## src/rtl/core/r1cs_pkg.sv

```systemverilog
package r1cs_pkg;

   localparam int MAX_NODES     = 256;
   localparam int FRACTION_BITS = 32;
   localparam int NODE_BITS     = 8;
   localparam int SLOT_BITS     = 9;
   localparam int STORE_DEPTH   = MAX_NODES + 1;

   localparam logic [63:0] Q_ONE   = 64'(1) << FRACTION_BITS;
   localparam logic [63:0] MAX_POS = 64'h7FFF_FFFF_FFFF_FFFF;
   localparam logic [63:0] MIN_NEG = 64'h8000_0000_0000_0000;
   localparam logic [127:0] ROUND_HALF =
      (FRACTION_BITS > 0) ? (128'(1) << (FRACTION_BITS - 1)) : 128'(0);

   localparam logic [1:0] ST_OK       = 2'd0;
   localparam logic [1:0] ST_UNMAPPED = 2'd1;
   localparam logic [1:0] ST_FULL     = 2'd2;
   localparam logic [1:0] ST_SAT      = 2'd3;

   typedef enum logic [1:0] {
      OP_VAR   = 2'd0,
      OP_CONST = 2'd1,
      OP_ADD   = 2'd2,
      OP_MUL   = 2'd3
   } op_type;

   typedef enum logic [2:0] {
      S_IDLE,
      S_RESTART,
      S_MAP,
      S_CHECK,
      S_EXEC,
      S_MUL,
      S_RND
   } state_type;

   typedef struct packed {
      logic [1:0]         node_op;
      logic [7:0]         left_node;
      logic [7:0]         right_node;
      logic signed [63:0] coefficient;
      logic               first_node;
   } req_type;

   typedef struct packed {
      logic [8:0]         witness_slot;
      logic [8:0]         a_slot;
      logic signed [63:0] a_weight;
      logic [8:0]         b_first_slot;
      logic [1:0]         b_first_weight;
      logic [8:0]         b_second_slot;
      logic               b_second_used;
      logic signed [63:0] node_value;
      logic [1:0]         status;
   } rsp_type;

   typedef struct packed {
      op_type             op;
      logic [7:0]         left_node;
      logic [7:0]         right_node;
      logic [63:0]        coefficient;
      logic               first_node;
      logic [8:0]         idx;
   } item_type;

   typedef struct packed {
      logic     valid;
      item_type item;
   } head_type;

endpackage

```

## src/rtl/core/r1cs_front.sv

```systemverilog
module r1cs_front (
   input  logic                clock,
   input  logic                reset,
   input  logic                req_valid,
   output logic                req_stall,
   input  r1cs_pkg::req_type   req_data,
   input  logic                pop,
   output r1cs_pkg::head_type  head
);

   r1cs_pkg::item_type fifo_ff [2];
   logic       wr_ptr_ff, wr_ptr_in;
   logic       rd_ptr_ff, rd_ptr_in;
   logic [1:0] cnt_ff, cnt_in;
   logic [8:0] node_count_ff, node_count_in;
   logic       accept, push;
   r1cs_pkg::item_type item;

   assign req_stall = (cnt_ff == 2'd2);
   assign accept    = req_valid && !req_stall;

   always_comb begin
      item.op          = r1cs_pkg::op_type'(req_data.node_op);
      item.left_node   = req_data.left_node;
      item.right_node  = req_data.right_node;
      item.coefficient = req_data.coefficient;
      item.first_node  = req_data.first_node;
      item.idx         = req_data.first_node ? 9'd0 : node_count_ff;
      // non-first variables leave no mark on the back end
      push = accept && (req_data.first_node || (item.op != r1cs_pkg::OP_VAR));
      node_count_in = node_count_ff;
      if (accept) begin
         node_count_in = (item.idx < 9'(r1cs_pkg::MAX_NODES)) ? item.idx + 9'd1 : item.idx;
      end
      wr_ptr_in = push ? !wr_ptr_ff : wr_ptr_ff;
      rd_ptr_in = pop ? !rd_ptr_ff : rd_ptr_ff;
      cnt_in    = cnt_ff + {1'b0, push} - {1'b0, pop};
   end

   always_ff @(posedge clock) begin
      if (reset) begin
         wr_ptr_ff     <= 1'b0;
         rd_ptr_ff     <= 1'b0;
         cnt_ff        <= 2'd0;
         node_count_ff <= 9'd0;
      end else begin
         wr_ptr_ff     <= wr_ptr_in;
         rd_ptr_ff     <= rd_ptr_in;
         cnt_ff        <= cnt_in;
         node_count_ff <= node_count_in;
      end
      if (push) begin
         fifo_ff[wr_ptr_ff] <= item;
      end
   end

   assign head.valid = (cnt_ff != 2'd0);
   assign head.item  = fifo_ff[rd_ptr_ff];

endmodule

```

## config.mk

```make
export PLATFORM = sky130hd
export DESIGN_NAME = r1cs_front
export DESIGN_NICKNAME = d
export VERILOG_FILES = /design/src/rtl/core/r1cs_pkg.sv /design/src/rtl/core/r1cs_front.sv
export SDC_FILE = /design/constraint.sdc
export NUM_CORES = 1
export LEC_CHECK = 0
export ABC_CLOCK_PERIOD_IN_PS = 6600
export BUFFER_PORTS_ARGS = -buffer_cell sky130_fd_sc_hd__buf_2
export CORE_ASPECT_RATIO = 1.1
export CORE_MARGIN = 4
export CORE_UTILIZATION = 53
export CTS_CLUSTER_DIAMETER = 150
export CTS_CLUSTER_SIZE = 40
export DETAILED_ROUTE_END_ITERATION = 7
export GPL_TIMING_DRIVEN = 0
export PLACE_DENSITY = 0.79
export SETUP_SLACK_MARGIN = 0.5
export SYNTH_ARGS = -nofsm -noshare
export SYNTH_HDL_FRONTEND = slang
export SYNTH_SLANG_ARGS = --single-unit
```

## constraint.sdc

```tcl
create_clock -name clock -period 6.6 [get_ports clock]
set_input_delay 0.99 -clock clock [delete_from_list [all_inputs] [get_ports clock]]
set_output_delay 0.99 -clock clock [all_outputs]
set_load 0.02 [all_outputs]
```

### Word level (Yosys, flattened, before mapping)

Memory sizes are Yosys's and may differ from the RTL's. A register that Yosys moved wholly into a read port is not among the register bits.
Cells that the tools add are included.

* memories: 1
* ROM bits: 0
* word-level logic and storage cells: 24
* bits in registers: 13
* latch bits: 0
* memory bits (writable): 184
* output and inout port bits: 94

Memories
* fifo_ff: depth 2, width 92, read ports 1, clocked after memory_dff 1, write ports 1, RTL line r1cs_front.sv:11 `r1cs_pkg::item_type fifo_ff [2];`

* $add $sub $neg: 3
* bitwise gates (word level): 0
* mux-type cells: 6
* $lt $le $gt $ge: 1
* reductions and logical operators: 8
* div/mod/pow operators: 0
* equality and inequality tests: 1
* shift operators: 0
* multiply operators: 0

Operators with widths (number)
* 9-bit two-way mux: 2
* 9-bit by 1-bit adder with 9-bit output, second input constant: 1
* 9-bit less-than comparator, second input constant: 1
* 1-bit two-way mux: 4
* 2-bit nonzero test: 2
* 1-bit logical NOT: 3
* 2-bit by 1-bit adder with 2-bit output: 1
* 2-bit equality test, second input constant: 1
* 1-bit logical AND: 2
* 2-bit by 1-bit subtractor with 2-bit output: 1
* 1-bit logical OR: 1

### Depth between registers and ports, before layout

Gate-level depths: netlist (run 1).

* depth after elaboration: 6
* gate-level depth with buffers: 8
* mapped depth without buffers: 8

### Worst setup path after synthesis (run 1)

No wires, ideal clock.

* path type: input port to flip-flop
* start point: input port req_data[0] in the netlist's numbering
* end point: memory fifo_ff[0][0] in the netlist's numbering, enable pin
* stages on the path: 3
* setup slack: 0.875 ns
* setup time: 0.544 ns
* arrival time: 5.181 ns
* required time: 6.056 ns
* cell sequence: buf_2 -> o311ai_2 -> nor2_1

* longest elaborated chain between the ends: 4

RTL lines
* start, declared: RTL line r1cs_front.sv:6 `input r1cs_pkg::req_type req_data,`
* 1-bit logical OR: RTL line r1cs_front.sv:30 `push = accept && (req_data.first_node || (item.op != r1cs_pkg::OP_VAR));`
* 1-bit logical AND: RTL line r1cs_front.sv:30
* 1-bit two-way mux: RTL line r1cs_front.sv:52 `if (push) begin`
* 1-bit two-way mux (not written as such): RTL line r1cs_front.sv:53 `fifo_ff[wr_ptr_ff] <= item;`
* end, declared: RTL line r1cs_front.sv:11

No other way between the ends.

==> insert_results.sql, run 1 <==
INSERT INTO impl_metrics (metric_group, metric, value, unit) VALUES
('route', 'drt_pre_antenna_iters', '4', ''),
('setup_path', 'crit_buf_inv', '3', ''),
('clock_tree', 'clock_path_buffers', '2', ''),
('timing', 'final_max_slew_viols', '0', ''),
('min_path', 'timing.hold.worst_path_depth', '2', ''),
('finish', 'syn_to_final_growth', '24.5', '%'),
('setup_path', 'crit_fanout', '10', ''),
('synth', 'yosysWarnings', '0', ''),
('synth', 'synthArstFlopShare', '0', '%'),
('timing', 'setup_repair_after_global_routing_missed_its_margin', 'false', ''),
('clock_tree', 'clockRootBuffer', 'clkbuf_16', ''),
('die', 'die_x', '121', 'um'),
('finish', 'finalCoreUtilization', '67.0', '%'),
('clock_tree', 'post_cts_hold_buffer_count', '0', ''),
('clock_tree', 'cts-buffers-inserted', '17', ''),
('setup_path', 'reg2regPathDepth', '4', ''),
('setup_path', 'critPathMaxStageDelay', '0.49', 'ns'),
('setup_path', 'path_common_cell', 'buf_2', ''),
('timing', 'worst_tran_pin_value', '0.876', 'ns'),
('die', 'die_height', '132', 'um'),
('synth', 'syn-num-nets', '469', ''),
('setup_path', 'cell_with_the_largest_stage_delay_on_the_worst_path', 'clkbuf_1', ''),
('setup_path', 'worst-endpoint-required', '5.61', 'ns'),
('power', 'power', '3.18', 'mW'),
('power', 'pwr-share-comb', '18.3', '%'),
('global_routing', 'grt_pass1_wl', '21.7', 'mm'),
('die', 'dieArea', '15900', 'sq um'),
('die', 'floorplan.initialDensity', '53.8', '%'),
('setup_path', 'r2r_start', 'cnt_ff[0]', ''),
('placement', 'place.detailed.hpwl', '9.60', 'mm'),
('power', 'cell_internal_power_dissipation', '2.37', 'mW'),
('die', 'placeableCoreArea', '13700', 'sq um'),
('route', 'first_iter_violations', '219', ''),
('placement', 'portBuffers', '180', ''),
('synth', 'postSynthAreaPerCell', '19.5', 'sq um'),
('route', 'wire_per_inst', '17.7', 'um'),
('power', 'swShare', '25.5', '%'),
('power', 'ir_drop', '0.000196', 'V'),
('power', 'power_density', '346', 'nW/um^2'),
('die', 'rows', '45', ''),
('synth', 'count_of_flip_flops_with_a_built_in_enable_after_synthesis', '184', ''),
('run', 'max_cap_viol_count', '0', ''),
('synth', 'netlist_instances', '379', ''),
('clock_tree', 'cts.repair.resized', '0', ''),
('synth', 'cell_variety_after_synth', '36', ''),
('setup_path', 'critical_path.top_delay_family', 'buffers and inverters', ''),
('min_path', 'timing.hold.worst_endpoint', 'node_count_ff[6]', ''),
('route', 'detailroute.wirelength.met2', '7.70', 'mm'),
('setup_path', 'crit-reg2reg-capture', 'fifo_ff[0][48]', ''),
('min_path', 'min-delay-path-class', 'reg2reg', ''),
('power', 'sequentialPowerShare', '50.1', '%'),
('finish', 'antenna-diode-count', '0', ''),
('synth', 'synth.yosys.seq_area_share', '78.5', '%'),
('clock_tree', 'cts_tree', 'yes', ''),
('global_routing', 'first_global_vias', '4338', ''),
('setup_path', 'critical_path.endpoint_type', 'primary output', ''),
('timing', 'timing.final.crit_period', '3.15', 'ns'),
('finish', 'drive_gt1_share', '53.6', '%'),
('timing', 'slew_headroom', '41.5', '%'),
('route', 'm1WireLength', '5.19', 'mm'),
('timing', 'fin_crit_sh', '47.7', '%'),
('timing', 'setup_viol', '0', ''),
('global_routing', 'antenna_violations_before_repair', '0', ''),
('route', 'route.detailed.vias_per_inst', '5.20', ''),
('min_path', 'min_from', 'node_count_ff[6]', ''),
('clock_tree', 'clkSinkCount', '198', ''),
('status', 'status', 'finished clean', ''),
('route', 'ant_nets', '0', ''),
('placement', 'place.gp.congestion', '0.796', ''),
('global_routing', 'maximum_number_of_pins_on_one_net_before_global_route_repair', '35', ''),
('route', 'routed_wl', '13.9', 'mm');
-- cell type report --
type | count | area (sq um)
plain buffers | 13 | 60.1
clock buffers | 22 | 444
clock inverters | 10 | 133
fillers | 969 | 4540
inverters | 4 | 15.0
multi-input cells | 164 | 1530
flip-flops and latches | 198 | 5810
well taps | 188 | 235
repair buffers | 184 | 981
-- registers in the layout (all words and copies together) (netlist names), named ones only --
name / cells
wr_ptr_ff: 1
node_count_ff: 9
fifo_ff: 184
cnt_ff: 2
rd_ptr_ff: 1
-- cells by family after synthesis --
group	share of synthesized area, %
adder cells (fa/ha/maj)	0.508
multiplexers	14.0
buffers and inverters	1.02
XOR/XNOR	0.474
AND/OR/NAND/NOR	3.72
flip-flops	78.5
AO/OA/AOI/OAI	1.73
-- cells in the mapped netlist (3+ instances only) --
cell	n	area share, %
edfxtp_1	184	75
mux2_2	92	14
dfxtp_1	14	3.8
nor2b_1	10	0.85
a21oi_1	9	0.61
buf_2	9	0.61
nor2_1	9	0.46
o21ai_0	6	0.41
nand3_1	5	0.34
clkbuf_1	4	0.20
inv_1	4	0.20
ha_1	3	0.51
xnor2_1	3	0.36
-- metrics by stage --
stage	setup WS, ns	std cells	hold slack (ns)	setup TNS (ns)	cell area [sq um]
after floorplan	0.875	379	0.462	0	7390
after global routing	3.26	783	0.541	0	9200
after global placement	-1.15	747	0.473	-211.02	8530
final	3.45	783	0.513	0	9200
after CTS	3.35	783	0.520	0	9200
after detailed placement	3.63	751	0.503	0	8620
-- worst max path at each step --
stage | to | slack (ns) | cells after the start
3_5_place_dp | cnt_ff[1] | 3.63 | 9
4_1_cts | head[60] | 3.35 | 4
5_1_grt | head[41] | 3.26 | 4
3_3_place_gp | fifo_ff[1][55] | -1.15 | 4
2_1_floorplan | fifo_ff[0][0] | 0.88 | 3
6_report | head[49] | 3.45 | 4
-- layout by cell type, fill, tap and decap left out, drive strengths merged, types with 2 or more instances in the layout --
cell | synthesis | final
a31oi | 2 | 2
buf | 9 | 193
clkbuf | 4 | 26
nand3 | 5 | 5
inv | 4 | 4
o21ai | 6 | 6
bufinv | 0 | 3
clkinv | 0 | 4
ha | 3 | 3
o311ai | 2 | 2
and4b | 2 | 2
nor2 | 9 | 9
nor2b | 10 | 10
dfxtp | 14 | 14
clkinvlp | 0 | 3
a21oi | 9 | 9
nand2b | 2 | 2
edfxtp | 184 | 184
nand3b | 2 | 2
xnor2 | 3 | 3
mux2 | 92 | 92
nand2 | 2 | 2
nand4b | 2 | 2
-- power by group through the flow --
stage / Combinational, mW / Clock [mW] / Sequential, mW
floorplan: 0.372 / 0 / 1.63
global placement: 0.550 / 0 / 1.65
detailed placement: 0.590 / 0 / 1.62
CTS: 0.594 / 1.03 / 1.60
global route: 0.626 / 1.08 / 1.61
finish: 0.581 / 1.01 / 1.59
-- worst reg2reg max path, cell delays in order (launching register included) --
cell	delay, ns
dfxtp_1	0.33
nand2b_1	0.26
o311ai_2	0.26
nor2_4	0.73
buf_12	0.31
-- per-layer routing --
metal / GRT usage [%] / vias to the layer above
met5: 0 / -
met4: 7.12 / 0
met3: 4.33 / 17
met2: 32.4 / 126
met1: 19.6 / 2046
li1: - / 1883
Power figures use the tool's default switching activity.
==> inputs of run 2 (changes only) <==
--- a/config.mk
+++ b/config.mk
@@ -5,7 +5,7 @@
 export SDC_FILE = /design/constraint.sdc
 export NUM_CORES = 1
 export LEC_CHECK = 0
-export ABC_CLOCK_PERIOD_IN_PS = 6600
+export ABC_CLOCK_PERIOD_IN_PS = 3300
 export BUFFER_PORTS_ARGS = -buffer_cell sky130_fd_sc_hd__buf_2
 export CORE_ASPECT_RATIO = 1.1
 export CORE_MARGIN = 4
==> constraint.sdc (replaced) <==
create_clock -name clock -period 3.3 [get_ports clock]
set_input_delay 0.495 -clock clock [delete_from_list [all_inputs] [get_ports clock]]
set_output_delay 0.495 -clock clock [all_outputs]
set_load 0.02 [all_outputs]
==> run 2 against run 1 <==
Against the previous run:
- global-route usage decreased by 0.10 points
- hold slack worse by 0.24 ns
- non-clock buffer count is the same
==> insert_results.sql, run 2 (synthesized netlist as in run 1, its figures left out) <==
INSERT INTO impl_metrics (metric_group, metric, value, unit) VALUES
('power', 'pwr-share-clk', '30.1', '%'),
('clock_tree', 'h-tree-depth', '4', ''),
('route', 'route.detailed.vias_per_inst', '5.20', ''),
('timing', 'hold_violations', '0', ''),
('placement', 'portBuffers', '180', ''),
('clock_tree', 'clock_path_buffers', '2', ''),
('min_path', 'min-delay-path-class', 'in2reg', ''),
('power', 'cell_internal_power_dissipation', '4.59', 'mW'),
('route', 'drcViolationCount', '0', ''),
('timing', 'slew_headroom', '38.0', '%'),
('timing', 'timing.setup.tns', '0', 'ns'),
('placement', 'place.gp.congestion', '0.930', ''),
('placement', 'dp_slack', '0.816', 'ns'),
('clock_tree', 'post_cts_hold_buffer_count', '0', ''),
('die', 'placeableCoreArea', '13700', 'sq um'),
('clock_tree', 'clk_latency', '0.41', 'ns'),
('finish', 'layout.nets', '672', ''),
('setup_path', 'critical_path.endpoint_type', 'primary output', ''),
('finish', 'syn_to_final_growth', '24.0', '%'),
('finish', 'mostFrequentLayoutCell', 'buf_2', ''),
('power', 'pwr-share-comb', '18.7', '%'),
('finish', 'drive_gt1_share', '53.8', '%'),
('setup_path', 'timing_worst_setup_path_type', 'reg2out', ''),
('clock_tree', 'cts-buffers-inserted', '17', ''),
('timing', 'worst_tran_pin_value', '0.928', 'ns'),
('setup_path', 'reg2regPathDepth', '4', ''),
('timing', 'timing.final.ws_setup', '0.841', 'ns'),
('route', 'first_iter_violations', '205', ''),
('route', 'vias', '4072', ''),
('placement', 'place.detailed.hpwl', '9.63', 'mm'),
('global_routing', 'grt_overflow', '0', ''),
('power', 'ir_drop', '0.000458', 'V'),
('die', 'rows', '45', ''),
('power', 'p_switching', '1.63', 'mW'),
('finish', 'largest_register_ffs', '184', ''),
('timing', 'final_max_slew_viols', '0', ''),
('clock_tree', 'clkSinkCount', '198', ''),
('clock_tree', 'cts_tree', 'yes', ''),
('power', 'leakagePower', '3.41', 'nW'),
('power', 'swShare', '26.2', '%'),
('finish', 'reg_top3', 'fifo_ff: 184 flops, node_count_ff: 9 flops, cnt_ff: 2 flops', ''),
('timing', 'fin_crit_sh', '74.5', '%'),
('run', 'max_cap_viol_count', '0', ''),
('die', 'floorplan.initialDensity', '53.8', '%'),
('timing', 'fin_skew', '0.00813', 'ns'),
('die', 'die_height', '132', 'um'),
('status', 'status', 'finished clean', ''),
('finish', 'largest-register', 'fifo_ff', ''),
('timing', 'clock.fmax', '0.407', 'GHz'),
('global_routing', 'antenna_violations_before_repair', '1', ''),
('die', 'die_x', '121', 'um'),
('global_routing', 'first_global_vias', '4259', ''),
('finish', 'antenna-diode-count', '0', ''),
('timing', 'setup_viol', '0', ''),
('clock_tree', 'clkTransAtPathRegs', '0.07', 'ns'),
('setup_path', 'crit_fanout', '10', ''),
('min_path', 'timing.hold.worst_path_depth', '1', ''),
('clock_tree', 'clockRootBuffer', 'clkbuf_16', ''),
('setup_path', 'worstPathArrival', '1.96', 'ns'),
('route', 'wire_per_inst', '17.7', 'um'),
('finish', 'finalCoreUtilization', '66.7', '%'),
('setup_path', 'cp-start-kind', 'flop', ''),
('timing', 'whs', '0.270', 'ns'),
('global_routing', 'gr-usage-all-layers', '17.6', '%'),
('die', 'num_io_pins', '181', ''),
('die', 'dieArea', '15900', 'sq um'),
('timing', 'timing.final.crit_period', '2.46', 'ns'),
('finish', 'most-common-layout-cells', 'buf_2, edfxtp_1, mux2_2, clkbuf_16, dfxtp_1', ''),
('power', 'sequentialPowerShare', '51.1', '%'),
('global_routing', 'grt_pass1_wl', '21.7', 'mm'),
('route', 'routed_wl', '13.8', 'mm'),
('timing', 'setup_repair_after_global_routing_missed_its_margin', 'false', ''),
('power', 'power_density', '679', 'nW/um^2'),
('setup_path', 'worst-endpoint-required', '2.80', 'ns'),
('route', 'ant_nets', '0', ''),
('route', 'drt_pre_antenna_iters', '4', ''),
('global_routing', 'maximum_number_of_pins_on_one_net_before_global_route_repair', '34', '');
run 2: cell count changes in the layout (fill, tap and decap cells not counted), sizes merged:
| cell | delta |
|---|---|
| inv | +1 |
| clkinv | +3 |
| clkinvlp | -1 |
| clkbuf | -1 |
| bufinv | -2 |
run 2: critical path: stages, from the launching register on:
cell and delay (ns):
dfxtp_1 0.34, clkbuf_2 0.30, buf_2 0.36, mux2_2 0.40
buf_2 0.16
run 2: per-stage QoR:
stage                     area, sq um  instances  power [mW]
final                            9170        783        6.23
after global routing             9170        783        6.50
after CTS                        9170        783        6.30
after detailed placement         8620        751        4.42
after global placement           8530        747        4.37
after floorplan                  7400        379        3.99
run 2: final cells by class:
cell class / instances / area [sq um]
Sequential cell: 198 / 5810
Fill cell: 1009 / 4570
Multi-Input combinational cell: 164 / 1530
Timing Repair Buffer: 184 / 981
Clock buffer: 21 / 440
Tap cell: 188 / 235
Clock inverter: 11 / 103
Buffer: 13 / 61.3
Inverter: 4 / 15.0
run 2: layer usage:
metal,wire [um],up-vias,track usage [%]
met2,7120,153,30.0
met3,953,20,4.64
met5,11,-,0
li1,-,1889,-
met1,5520,2008,21.8
met4,240,2,6.17
run 2: path summary, 6_finish.rpt:
check | from | to | slack (ns)
hold / removal | req_data[40] | fifo_ff[0][49] | 0.27
setup reg to reg | cnt_ff[0] | fifo_ff[1][13] | 1.03
setup / recovery | flop | head[14] | 0.84
hold reg to reg | node_count_ff[1] | node_count_ff[1] | 0.51
run 2: repair_timing:
| action | 4_1_cts | 5_1_grt |
|---|---|---|
| buffers inserted | 0 | 0 |
| setup endpoints to repair | 10 | 0 |
| gates resized for setup | 1 | 0 |
run 2: power groups by stage:
stage / combinational [mW] / clock, mW / sequential, mW
floorplan: 0.747 / 0 / 3.24
global route: 1.26 / 2.04 / 3.21
CTS: 1.19 / 1.92 / 3.19
global placement: 1.11 / 0 / 3.26
finish: 1.17 / 1.88 / 3.18
detailed placement: 1.18 / 0 / 3.24
==> inputs of run 3 (changes only) <==
--- a/config.mk
+++ b/config.mk
@@ -5,7 +5,7 @@
 export SDC_FILE = /design/constraint.sdc
 export NUM_CORES = 1
 export LEC_CHECK = 0
-export ABC_CLOCK_PERIOD_IN_PS = 3300
+export ABC_CLOCK_PERIOD_IN_PS = 2400
 export BUFFER_PORTS_ARGS = -buffer_cell sky130_fd_sc_hd__buf_2
 export CORE_ASPECT_RATIO = 1.1
 export CORE_MARGIN = 4
==> constraint.sdc (replaced) <==
create_clock -name clock -period 2.4 [get_ports clock]
set_input_delay 0.36 -clock clock [delete_from_list [all_inputs] [get_ports clock]]
set_output_delay 0.36 -clock clock [all_outputs]
set_load 0.02 [all_outputs]
==> run 3 against run 2 <==
Against the previous run:
- hold slack worse by 0.16 ns
- global-route usage up 1.6 points
- critical path type unchanged
- wire length up 17%
- die area unchanged
- critical endpoint is now head[47]
- sequential share of layout area down 7.1 points
- register-to-register slack worse by 0.31 ns
- highest routed layer unchanged
==> insert_results.sql, run 3 (synthesized netlist as in run 1, its figures left out) <==
INSERT INTO impl_metrics (metric_group, metric, value, unit) VALUES
('clock_tree', 'post_cts_hold_buffer_count', '0', ''),
('route', 'm1WireLength', '6.16', 'mm'),
('route', 'detailroute.wirelength.met2', '8.62', 'mm'),
('global_routing', 'grt_overflow', '0', ''),
('route', 'drcViolationCount', '0', ''),
('setup_path', 'worstPathArrival', '1.64', 'ns'),
('timing', 'timing.final.crit_period', '2.00', 'ns'),
('power', 'ir_drop', '0.000712', 'V'),
('finish', 'syn_to_final_growth', '39.8', '%'),
('power', 'power_density', '913', 'nW/um^2'),
('timing', 'slew_headroom', '68.6', '%'),
('timing', 'fin_skew', '0.00735', 'ns'),
('finish', 'drive_gt1_share', '56.4', '%'),
('finish', 'largest_register_ffs', '184', ''),
('setup_path', 'timing_worst_setup_path_type', 'reg2out', ''),
('route', 'drt_pre_antenna_iters', '4', ''),
('finish', 'mostFrequentLayoutCell', 'edfxtp_1', ''),
('power', 'leakagePower', '4.00', 'nW'),
('global_routing', 'antenna_violations_before_repair', '1', ''),
('finish', 'most-common-layout-cells', 'edfxtp_1, buf_2, buf_6, mux2_4, mux2_2', ''),
('route', 'wire_per_inst', '20.3', 'um'),
('run', 'max_cap_viol_count', '0', ''),
('placement', 'place.gp.congestion', '0.793', ''),
('die', 'rows', '45', ''),
('clock_tree', 'clkTransAtPathRegs', '0.07', 'ns'),
('route', 'ant_nets', '0', ''),
('timing', 'fin_crit_sh', '83.2', '%'),
('global_routing', 'grt_pass1_wl', '23.2', 'mm'),
('min_path', 'min-delay-path-class', 'in2reg', ''),
('clock_tree', 'clk_latency', '0.43', 'ns'),
('die', 'num_io_pins', '181', ''),
('clock_tree', 'cts_tree', 'yes', ''),
('route', 'wl_met3', '1.04', 'mm'),
('timing', 'timing.final.ws_setup', '0.403', 'ns'),
('finish', 'layout.nets', '689', ''),
('clock_tree', 'clkSinkCount', '198', ''),
('setup_path', 'worst-endpoint-required', '2.04', 'ns'),
('finish', 'largest-register', 'fifo_ff', ''),
('setup_path', 'reg2regPathDepth', '8', ''),
('global_routing', 'maximum_number_of_pins_on_one_net_before_global_route_repair', '33', ''),
('clock_tree', 'clockRootBuffer', 'clkbuf_16', ''),
('die', 'dieArea', '15900', 'sq um'),
('die', 'die_height', '132', 'um'),
('route', 'topRoutingLayerUsed', 'met5', ''),
('setup_path', 'critical_path.endpoint_type', 'primary output', ''),
('timing', 'setup_viol', '0', ''),
('timing', 'clock.fmax', '0.501', 'GHz'),
('route', 'first_iter_violations', '285', ''),
('status', 'status', 'finished clean', ''),
('setup_path', 'cp-start-kind', 'flop', ''),
('global_routing', 'gr-usage-all-layers', '19.2', '%'),
('finish', 'antenna-diode-count', '0', ''),
('global_routing', 'first_global_vias', '4470', ''),
('route', 'route.detailed.vias_per_inst', '5.31', ''),
('finish', 'reg_top3', 'fifo_ff: 184 flops, node_count_ff: 9 flops, cnt_ff: 2 flops', ''),
('timing', 'hold_violations', '0', ''),
('die', 'die_x', '121', 'um'),
('clock_tree', 'cts-buffers-inserted', '17', ''),
('min_path', 'timing.hold.worst_path_depth', '1', ''),
('route', 'vias', '4244', ''),
('placement', 'place.detailed.hpwl', '9.91', 'mm'),
('route', 'routed_wl', '16.2', 'mm'),
('die', 'floorplan.initialDensity', '53.8', '%'),
('placement', 'dp_slack', '0.219', 'ns'),
('timing', 'worst_tran_pin_value', '0.472', 'ns'),
('timing', 'timing.setup.tns', '0', 'ns'),
('timing', 'setup_repair_after_global_routing_missed_its_margin', 'true', ''),
('clock_tree', 'clock_path_buffers', '2', ''),
('clock_tree', 'h-tree-depth', '4', ''),
('placement', 'portBuffers', '180', ''),
('timing', 'final_max_slew_viols', '0', ''),
('setup_path', 'crit_fanout', '8', ''),
('die', 'placeableCoreArea', '13700', 'sq um');
==> run 3: changes by cell type in the layout (fill, tap and decap cells not counted), moves of 6 or more <==
cell / previous run / this run
mux2_4: 0 / 56
buf_6: 0 / 65
clkbuf_16: 17 / 26
mux2_2: 92 / 36
buf_2: 189 / 116
buf_12: 4 / 10
==> run 3: critical path, stage by stage (launching register included) <==
cell	delay [ns]
dfxtp_4	0.40
clkbuf_16	0.20
buf_12	0.13
mux2_2	0.34
buf_6	0.14
==> run 3: area by class of cell <==
| class | count | area [sq um] |
|---|---|---|
| Sequential cell | 198 | 5810 |
| Buffer | 13 | 211 |
| Tap cell | 188 | 235 |
| Inverter | 4 | 15.0 |
| Fill cell | 830 | 3400 |
| Clock inverter | 15 | 151 |
| Clock buffer | 17 | 425 |
| Timing Repair Buffer | 201 | 1730 |
| Multi-Input combinational cell | 164 | 1760 |
==> run 3: power by group <==
part           leakage [nW]  switching, mW  internal (mW)
Combinational          1.88           1.13           1.11
Sequential             1.83          0.130           4.28
Clock                 0.284           1.24           1.54
Total                  4.00           2.50           6.94
==> run 3: per-stage QoR <==
stage	power [mW]	hold WS (ns)	cell area (sq um)	utilization, %	std cells
finish	9.43	0.113	10300	75.2	800
global route	9.80	0.0927	10300	75.2	800
CTS	9.03	0.102	9580	69.8	792
detailed placement	6.16	0.482	8720	63.5	753
global placement	6.00	0.480	8570	62.4	747
floorplan	5.49	0.424	7430	-	379
==> run 3: worst paths after layout <==
path	startpoint	slack, ns	end
worst max-delay path	flop	0.40	head[47]
worst min-delay path	req_data[79]	0.11	fifo_ff[0][88]
worst max register to register	cnt_ff[0]	0.72	cnt_ff[1]
worst min register to register	node_count_ff[1]	0.51	node_count_ff[1]
==> run 3: what timing repair did <==
| item | in CTS | in global routing |
|---|---|---|
| gates resized for setup | 59 | 171 |
| endpoints found under the setup margin | 138 | 94 |
| pin swaps | 2 | 0 |
| buffers inserted | 5 | 0 |
| gates cloned | 2 | 8 |
==> run 3: metal layers <==
layer	global-route usage, %	vias up
met1	21.7	2125
met2	33.1	161
met5	0	-
met3	6.61	30
met4	8.12	2
li1	-	1926
